<file path="config.mk">
export PLATFORM = sky130hd
export DESIGN_NAME = isc_ctrl
export DESIGN_NICKNAME = d
export VERILOG_FILES = /design/src/design/isc_pkg.sv /design/src/design/isc_ctrl.sv
export SDC_FILE = /design/constraint.sdc
export NUM_CORES = 1
export LEC_CHECK = 0
export ABC_AREA = 1
export BUFFER_PORTS_ARGS = -buffer_cell sky130_fd_sc_hd__buf_2
export CORE_MARGIN = 2
export CORE_UTILIZATION = 30
export DETAILED_ROUTE_END_ITERATION = 7
export GPL_TIMING_DRIVEN = 0
export PLACE_DENSITY_LB_ADDON = 0.1
export SKIP_LAST_GASP = 1
export SYNTH_ARGS = -nofsm -noshare
export SYNTH_HDL_FRONTEND = slang
export SYNTH_SLANG_ARGS = --single-unit
</file>
<file path="constraint.sdc">
create_clock -name clk -period 1.82 [get_ports clk]
set_clock_uncertainty 0.15 [all_clocks]
set_input_delay 0.364 -clock clk [delete_from_list [all_inputs] [get_ports clk]]
set_output_delay 0.364 -clock clk [all_outputs]
set_load 0.01 [all_outputs]
</file>
<file path="src/design/isc_pkg.sv">
// ---------------------------------------------------------------------------
// isc_pkg
// Shared types and codes for the interval set coalescer: beat payloads,
// controller states, and the command/status bundles between the controller
// and the datapath.
// ---------------------------------------------------------------------------
package isc_pkg;

    localparam int VALUE_W = 16;
    localparam int COUNT_W = 6;

    typedef enum logic [1:0] {
        OP_INSERT = 2'd0,
        OP_DUMP   = 2'd1,
        OP_CLEAR  = 2'd2
    } op_t;

    typedef enum logic [2:0] {
        ST_PRESENT  = 3'd0,
        ST_EXTENDED = 3'd1,
        ST_MERGED   = 3'd2,
        ST_NEW      = 3'd3,
        ST_FULL     = 3'd4,
        ST_DUMP     = 3'd5,
        ST_EMPTY    = 3'd6,
        ST_CLEARED  = 3'd7
    } status_t;

    typedef enum logic [2:0] {
        S_IDLE,
        S_SCAN,
        S_DECIDE,
        S_MCHECK,
        S_MERGE,
        S_FINISH,
        S_DUMP
    } state_t;

    typedef enum logic [1:0] {
        RD_HIT,
        RD_MERGE,
        RD_DUMP
    } rd_src_t;

    typedef enum logic [1:0] {
        RNG_CELL,
        RNG_VALUE,
        RNG_ZERO
    } rng_src_t;

    typedef struct packed {
        logic [1:0]         op;
        logic [VALUE_W-1:0] value;
    } isc_in_t;

    typedef struct packed {
        logic [2:0]         status;
        logic [VALUE_W-1:0] range_low;
        logic [VALUE_W-1:0] range_high;
        logic [COUNT_W-1:0] interval_count;
        logic               last;
    } isc_out_t;

    typedef struct packed {
        logic     load;
        logic     scan;
        logic     grow;
        logic     append;
        logic     mcheck;
        logic     merge;
        logic     clear;
        logic     dump_start;
        logic     dump_step;
        logic     emit;
        status_t  status;
        rng_src_t rng_src;
        rd_src_t  rd_src;
        logic     last;
    } ctrl_cmd_t;

    typedef struct packed {
        logic hit_found;
        logic hit_inside;
        logic merge_found;
        logic full;
        logic count_zero;
        logic dump_last;
    } dp_stat_t;

endpackage

</file>
<file path="src/design/isc_ctrl.sv">
// ---------------------------------------------------------------------------
// isc_ctrl
// Controller state machine: sequences scan, grow, merge check, compaction,
// append, dump and clear steps in the datapath.
// ---------------------------------------------------------------------------
module isc_ctrl (
    input  logic               clk,
    input  logic               rst_n,
    input  logic               start,
    input  logic [1:0]         op,
    input  isc_pkg::dp_stat_t  stat,
    output isc_pkg::ctrl_cmd_t cmd,
    output logic               busy
);

    isc_pkg::state_t state_reg;
    isc_pkg::state_t state_next;

    always_ff @(posedge clk or negedge rst_n)
    begin
        if (!rst_n)
        begin
            state_reg <= isc_pkg::S_IDLE;
        end
        else
        begin
            state_reg <= state_next;
        end
    end

    always_comb
    begin
        state_next = state_reg;
        case (state_reg)
            isc_pkg::S_IDLE:
            begin
                if (start)
                begin
                    if (op == isc_pkg::OP_INSERT)
                    begin
                        state_next = isc_pkg::S_SCAN;
                    end
                    else if (op == isc_pkg::OP_DUMP && !stat.count_zero)
                    begin
                        state_next = isc_pkg::S_DUMP;
                    end
                end
            end
            isc_pkg::S_SCAN:
            begin
                state_next = isc_pkg::S_DECIDE;
            end
            isc_pkg::S_DECIDE:
            begin
                if (stat.hit_found && !stat.hit_inside)
                begin
                    state_next = isc_pkg::S_MCHECK;
                end
                else
                begin
                    state_next = isc_pkg::S_IDLE;
                end
            end
            isc_pkg::S_MCHECK:
            begin
                state_next = isc_pkg::S_MERGE;
            end
            isc_pkg::S_MERGE:
            begin
                if (stat.merge_found)
                begin
                    state_next = isc_pkg::S_FINISH;
                end
                else
                begin
                    state_next = isc_pkg::S_IDLE;
                end
            end
            isc_pkg::S_FINISH:
            begin
                state_next = isc_pkg::S_IDLE;
            end
            isc_pkg::S_DUMP:
            begin
                if (stat.dump_last)
                begin
                    state_next = isc_pkg::S_IDLE;
                end
            end
            default:
            begin
                state_next = isc_pkg::S_IDLE;
            end
        endcase
    end

    always_comb
    begin
        cmd         = '0;
        cmd.status  = isc_pkg::ST_PRESENT;
        cmd.rng_src = isc_pkg::RNG_ZERO;
        cmd.rd_src  = isc_pkg::RD_HIT;
        busy        = (state_reg != isc_pkg::S_IDLE);
        case (state_reg)
            isc_pkg::S_IDLE:
            begin
                if (start)
                begin
                    case (op)
                        isc_pkg::OP_INSERT:
                        begin
                            cmd.load = 1'b1;
                        end
                        isc_pkg::OP_DUMP:
                        begin
                            if (stat.count_zero)
                            begin
                                cmd.emit   = 1'b1;
                                cmd.status = isc_pkg::ST_EMPTY;
                                cmd.last   = 1'b1;
                            end
                            else
                            begin
                                cmd.dump_start = 1'b1;
                            end
                        end
                        isc_pkg::OP_CLEAR:
                        begin
                            cmd.clear  = 1'b1;
                            cmd.emit   = 1'b1;
                            cmd.status = isc_pkg::ST_CLEARED;
                            cmd.last   = 1'b1;
                        end
                        default:
                        begin
                            cmd.emit = 1'b0;
                        end
                    endcase
                end
            end
            isc_pkg::S_SCAN:
            begin
                cmd.scan = 1'b1;
            end
            isc_pkg::S_DECIDE:
            begin
                if (stat.hit_inside)
                begin
                    cmd.emit    = 1'b1;
                    cmd.status  = isc_pkg::ST_PRESENT;
                    cmd.rng_src = isc_pkg::RNG_CELL;
                    cmd.last    = 1'b1;
                end
                else if (stat.hit_found)
                begin
                    cmd.grow = 1'b1;
                end
                else if (stat.full)
                begin
                    cmd.emit    = 1'b1;
                    cmd.status  = isc_pkg::ST_FULL;
                    cmd.rng_src = isc_pkg::RNG_VALUE;
                    cmd.last    = 1'b1;
                end
                else
                begin
                    cmd.append  = 1'b1;
                    cmd.emit    = 1'b1;
                    cmd.status  = isc_pkg::ST_NEW;
                    cmd.rng_src = isc_pkg::RNG_VALUE;
                    cmd.last    = 1'b1;
                end
            end
            isc_pkg::S_MCHECK:
            begin
                cmd.mcheck = 1'b1;
            end
            isc_pkg::S_MERGE:
            begin
                if (stat.merge_found)
                begin
                    cmd.merge  = 1'b1;
                    cmd.rd_src = isc_pkg::RD_MERGE;
                end
                else
                begin
                    cmd.emit    = 1'b1;
                    cmd.status  = isc_pkg::ST_EXTENDED;
                    cmd.rng_src = isc_pkg::RNG_CELL;
                    cmd.last    = 1'b1;
                end
            end
            isc_pkg::S_FINISH:
            begin
                cmd.emit    = 1'b1;
                cmd.status  = isc_pkg::ST_MERGED;
                cmd.rng_src = isc_pkg::RNG_CELL;
                cmd.last    = 1'b1;
            end
            isc_pkg::S_DUMP:
            begin
                cmd.emit      = 1'b1;
                cmd.status    = isc_pkg::ST_DUMP;
                cmd.rng_src   = isc_pkg::RNG_CELL;
                cmd.rd_src    = isc_pkg::RD_DUMP;
                cmd.last      = stat.dump_last;
                cmd.dump_step = 1'b1;
            end
            default:
            begin
                cmd.emit = 1'b0;
            end
        endcase
    end

endmodule

</file>
==> impl_metrics.json, run 1 <==
{
  "drive_gt1_frac": 0.5333,
  "grtUsageMet1": 0.1965,
  "antenna_left": 0,
  "synthTopCellsByArea": "inv_1 16%, dfrtp_1 15%, nand3_1 13%",
  "grt_pass1_vias": 549,
  "endpoint_kind": "output port",
  "die_y_um": 44.44,
  "grt_start_max_net_pins": 6,
  "dp_hpwl_um": 1016,
  "dr.pass1.iters": 4,
  "pwr-share-seq": 0.115,
  "fill_cells": 153,
  "final_cell_mix": "25 x buf_2, 20 x inv_1, 15 x nand2_1, 12 x buf_4, 9 x nor2_1",
  "die_area_um2": 1974,
  "drv_slew": 0,
  "final_common_cell": "buf_2",
  "place_area_um2": 655.6,
  "cts_buffers": 3,
  "num_antenna_cells": 0,
  "overflow": 0,
  "final.setup.tns_ns": -0.3783,
  "top_usage_layer": "met2",
  "stdcell_count": 151,
  "multi_input_area_um2": 389.1,
  "critical_path_buf_inv_count": 1,
  "start_util": 0.3218,
  "grt_pass1_wl_um": 2159,
  "synth_warnings": 0,
  "syn_nets": 101,
  "slowest_stage": "dfrtp_2",
  "power_switching_mw": 0.5642,
  "layout_setup_ws_ns": -0.08407,
  "finalHoldViolations": 0,
  "rows": 14,
  "violations": "setup timing",
  "p_per_area_nw_per_um2": 1332,
  "r2r_cells": 7,
  "rsz0062_at_grt": "true",
  "yosys.area.top_type_share": 0.1607,
  "avgRoutedWirePerCell_um": 9.424,
  "synthAdderAreaFrac": 0.07653,
  "synth_top_family_by_area": "simple AND/OR/NAND/NOR gates",
  "grt.total_usage": 0.1449,
  "core_area_um2": 1524,
  "grtUsageMet3": 0.04082,
  "ys_seq_area_frac": 0.1531,
  "maxCapViolations": 0,
  "setup_violations": 10,
  "worst_path_largest_cell_delay_ns": 0.44,
  "cpMostUsedCell": "nor2_4",
  "postSynthCellCount": 87,
  "vias_per_cell": 4.430,
  "syn_area_um2": 490.5,
  "die_w_um": 44.44,
  "finalWirelength_um": 1423,
  "r2r-end": "state_reg[1]",
  "cts_tree": "done",
  "area_delta_synth_final_pct": 85.46,
  "crit_required_ns": 1.31,
  "status": "complete, but fails checks",
  "synth-simple-area-share": 0.5306,
  "dpl.cell_count": 132,
  "yosys.area.top_type": "inv_1",
  "min_path_type": "in -> async",
  "via_count": 669,
  "combPwrFrac": 0.789,
  "nets": 150,
  "path_clk_slew_ns": 0.04,
  "clockPowerShare": 0.096,
  "period_share": 1.046,
  "cpLargestDelayFamily": "simple AND/OR/NAND/NOR gates",
  "seqCellArea_um2": 77.57,
  "internal_power_mw": 0.6476,
  "r2r-start": "state_reg[1]",
  "met2_usage": 0.2353,
  "crit_arrival_ns": 1.39,
  "htree_levels": 1,
  "port_buffers": 29,
  "fin_area_um2": 909.6,
  "synth_compound_area_frac": 0.04082,
  "power_leakage_nw": 0.6341,
  "largest_reg_flops": 3,
  "gp_congestion": 0.7257,
  "antenna_found_initial": 0,
  "cp_max_fo": 4,
  "ios": 30,
  "path_class": "reg -> out",
  "drc": 0,
  "syn_area_per_cell_um2": 5.638,
  "swShare": 0.4656,
  "reg2reg_slack_ns": 0.39,
  "synth_cell_type_count": 18,
  "worst_pin_slew_ns": 0.1768,
  "insertion_delay_ns": 0.23,
  "synth.area.mux_share": 0,
  "synth-xor-area-share": 0,
  "slew_headroom": 0.8818,
  "cts_num_sinks": 3,
  "ys_seq_elements": 3,
  "clockRootBuffer": "clkbuf_4",
  "cts.path.max_buffers": 2,
  "irDropWorstVdd_mv": 0.5798,
  "max_freq_mhz": 525.2,
  "fin_crit_ns": 1.904,
  "cp-start-kind": "register",
  "path_cells": "nor2_4, nand2_4, nor2_4, nand3b_4, nand3b_1, buf_2",
  "final_core_util": 0.5969,
  "drtIter0Drc": 16
}
-- layout make-up --
class / instances / share of cell area
multi-input cells: 59 / 0.4278
well taps: 16 / 0.02201
clock buffers: 4 / 0.02889
flip-flops and latches: 3 / 0.08528
repair buffers: 44 / 0.3219
inverters: 24 / 0.1018
plain buffers: 1 / 0.01238
-- worst max-delay path by stage --
stage	startpoint	depth (start not counted)	to	slack (ns)
after floorplan	state_reg[2]	5	cmd[5]	0.18
after global placement	op[1]	7	cmd[8]	0.09
after detailed placement	op[1]	7	cmd[8]	0.08
after CTS	state_reg[0]	7	cmd[0]	-0.07
after global routing	state_reg[1]	8	cmd[8]	-0.16
final	state_reg[0]	6	cmd[8]	-0.08
-- metrics by stage --
stage               power (mW)  hold slack [ns]  setup WS (ns)
floorplan               0.5564         -0.08159         0.1806
global placement        0.7406          0.01018        0.09071
detailed placement      0.7402          0.01706        0.08071
CTS                      1.070           0.3037       -0.06717
global route             1.319           0.3209        -0.1622
finish                   1.212           0.3126       -0.08407
-- logic make-up (layout without fill, tap and decap cells) --
logic type               Yosys count  in the layout
buffers and inverters             25             73
adder cells (fa/ha/maj)            3              3
AO/OA/AOI/OAI                      4              4
flip-flops                         3              3
AND/OR/NAND/NOR                   52             52
-- synthesized netlist by cell type --
library cell,count
nor2_4,1
inv_2,3
a21oi_1,3
ha_1,3
nand3b_2,1
o21ai_1,1
nor3_2,1
nand2_1,17
nor2_1,10
buf_4,1
nor2_2,3
inv_1,21
nand3_2,1
dfrtp_1,3
nand2_2,3
nand3_1,13
nand4_1,1
nand3b_1,1
-- timing repair --
action / 4_1_cts / 5_1_grt
hold buffers: 1 / 0
buffers inserted: 10 / 4
resized for setup: 14 / 12
endpoints found under the hold margin: 3 / 0
pin swaps: 6 / 11
setup endpoints to repair: 13 / 16
-- power by group through the flow --
stage               Combinational, mW  Sequential [mW]  Clock [mW]
floorplan                       0.424            0.132           0
global placement                0.598            0.143           0
detailed placement              0.599            0.142           0
CTS                             0.812            0.138       0.119
global route                     1.05            0.143       0.128
finish                          0.957            0.139       0.116
-- metal layers --
metal,up-vias,share of wire
met1,292,0.47
met3,0,0.036
li1,358,-
met4,0,0
met5,-,0
met2,19,0.50
Power figures use the tool's default switching activity.
==> run 2, diff against run 1 <==
- CORE_AREA: unset -> 2 2 39 41
- CORE_MARGIN: 2 -> unset
- CORE_UTILIZATION: 30 -> unset
- DIE_AREA: unset -> 0 0 41 43
==> run 2 against run 1 <==
The flow still finishes with violations (setup timing). Fmax about the same. Die area down 11%. Cell count down 2.0%. Register-to-register slack about the same. Clock power about the same. Via count up 2.2%. Sequential share of layout area up 0.13 points. Core utilization up 5.0 points. Non-clock buffer count down 3. Routed wire length up 3.6%. Global-route usage up 2.6 points. Power down 3.1%. Critical endpoint unchanged.
==> impl_metrics.json, run 2 (synthesis results as in run 1) <==
{
  "slew_headroom": 0.8723,
  "r2r-end": "state_reg[0]",
  "start_util": 0.3544,
  "cp_max_fo": 6,
  "dr.pass1.iters": 4,
  "period_share": 1.046,
  "min_path_type": "in -> async",
  "htree_levels": 1,
  "layout_setup_ws_ns": -0.08408,
  "slowest_stage": "dfrtp_2",
  "die_y_um": 43,
  "rsz0062_at_grt": "true",
  "place_area_um2": 655.6,
  "gp_congestion": 0.7669,
  "power_leakage_nw": 0.6255,
  "fin_area_um2": 895.9,
  "insertion_delay_ns": 0.23,
  "die_w_um": 41,
  "cp-start-kind": "register",
  "drc": 0,
  "area_delta_synth_final_pct": 82.65,
  "cts_buffers": 3,
  "final_cell_mix": "24 x buf_2, 19 x inv_1, 14 x nand2_1, 11 x buf_4, 10 x nor2_1",
  "cpMostUsedCell": "nand2_1",
  "crit_arrival_ns": 1.39,
  "cts.path.max_buffers": 2,
  "violations": "setup timing",
  "finalHoldViolations": 0,
  "grt.total_usage": 0.1710,
  "dp_hpwl_um": 999.5,
  "drv_slew": 0,
  "antenna_found_initial": 0,
  "status": "complete, but fails checks",
  "worst_pin_slew_ns": 0.1909,
  "avgRoutedWirePerCell_um": 9.959,
  "clockRootBuffer": "clkbuf_4",
  "path_class": "reg -> out",
  "cts_num_sinks": 3,
  "final_core_util": 0.6474,
  "grt_pass1_wl_um": 2118,
  "setup_violations": 8,
  "p_per_area_nw_per_um2": 1311,
  "largest_reg_flops": 3,
  "fill_cells": 141,
  "overflow": 0,
  "antenna_left": 0,
  "grt_pass1_vias": 567,
  "dpl.cell_count": 132,
  "reg2reg_slack_ns": 0.40,
  "r2r_cells": 8,
  "port_buffers": 29,
  "critical_path_buf_inv_count": 3,
  "ios": 30,
  "r2r-start": "state_reg[1]",
  "maxCapViolations": 0,
  "cpLargestDelayFamily": "flip-flops",
  "endpoint_kind": "output port",
  "path_clk_slew_ns": 0.04,
  "finalWirelength_um": 1474,
  "grt_start_max_net_pins": 7,
  "num_antenna_cells": 0,
  "cts_tree": "done",
  "vias_per_cell": 4.622,
  "power_mw": 1.174,
  "path_cells": "inv_2, nand2_2, nor2_4, nand2_1, nand2_1, inv_1, nand3b_1, buf_2",
  "irDropWorstVdd_mv": 0.6395,
  "via_count": 684,
  "nets": 147,
  "rows": 14,
  "core_area_um2": 1384,
  "crit_required_ns": 1.31,
  "worst_path_largest_cell_delay_ns": 0.46,
  "final_common_cell": "buf_2",
  "fin_crit_ns": 1.904,
  "stdcell_count": 148,
  "drive_gt1_frac": 0.5379,
  "die_area_um2": 1763,
  "max_freq_mhz": 525.2,
  "drtIter0Drc": 11
}
run 2: cell types whose count changed in the layout (fill, tap and decap cells not counted), sizes merged:
| cell | delta |
|---|---|
| buf | -3 |
run 2: cell type report:
class	instances	area (um2)	area share
multi-input combinational	59	399.1	0.4455
buffer	1	11.26	0.01257
inverter	24	92.59	0.1034
clock buffer	4	26.28	0.02933
tap	16	20.02	0.02235
timing repair buffer	41	269.0	0.3003
sequential	3	77.57	0.08659
run 2: worst max path at each step:
| stage | start | endpoint | slack, ns | cells past startpoint |
|---|---|---|---|---|
| 2_1_floorplan | state_reg[2] | cmd[5] | 0.18 | 5 |
| 3_3_place_gp | op[1] | cmd[8] | 0.09 | 7 |
| 3_5_place_dp | op[1] | cmd[8] | 0.08 | 7 |
| 4_1_cts | state_reg[0] | cmd[6] | -0.07 | 6 |
| 5_1_grt | state_reg[1] | cmd[8] | -0.17 | 8 |
| 6_report | state_reg[1] | cmd[8] | -0.08 | 8 |
run 2: stage by stage:
stage / TNS, ns / hold slack (ns) / setup slack [ns]
2_1_floorplan: 0 / -0.08159 / 0.1806
3_3_place_gp: 0 / 0.009290 / 0.09471
3_5_place_dp: 0 / 0.01109 / 0.07614
4_1_cts: -0.4320 / 0.3069 / -0.07137
5_1_grt: -1.351 / 0.3345 / -0.1720
6_report: -0.3504 / 0.3385 / -0.08408
run 2: what timing repair did:
action / 4_1_cts / 5_1_grt
gates resized for setup: 9 / 19
hold endpoints to repair: 3 / 0
hold buffers: 1 / 0
endpoints found under the setup margin: 13 / 14
pin swaps: 10 / 14
setup buffers: 11 / 0
run 2: metal layers:
| layer | part of all wire | up-vias | global-route usage | routed length, um |
|---|---|---|---|---|
| met1 | 0.41 | 313 | 0.2039 | 608 |
| li1 | - | 354 | - | - |
| met2 | 0.54 | 17 | 0.2969 | 802 |
| met5 | 0 | - | 0 | 0 |
| met4 | 0 | 0 | 0.02000 | 0 |
| met3 | 0.043 | 0 | 0.04712 | 64 |
run 2: power by group:
part           internal (mW)  total [mW]  switching [mW]
clock network         0.0820       0.114          0.0322
logic                  0.428       0.914           0.485
registers             0.0967       0.147          0.0498
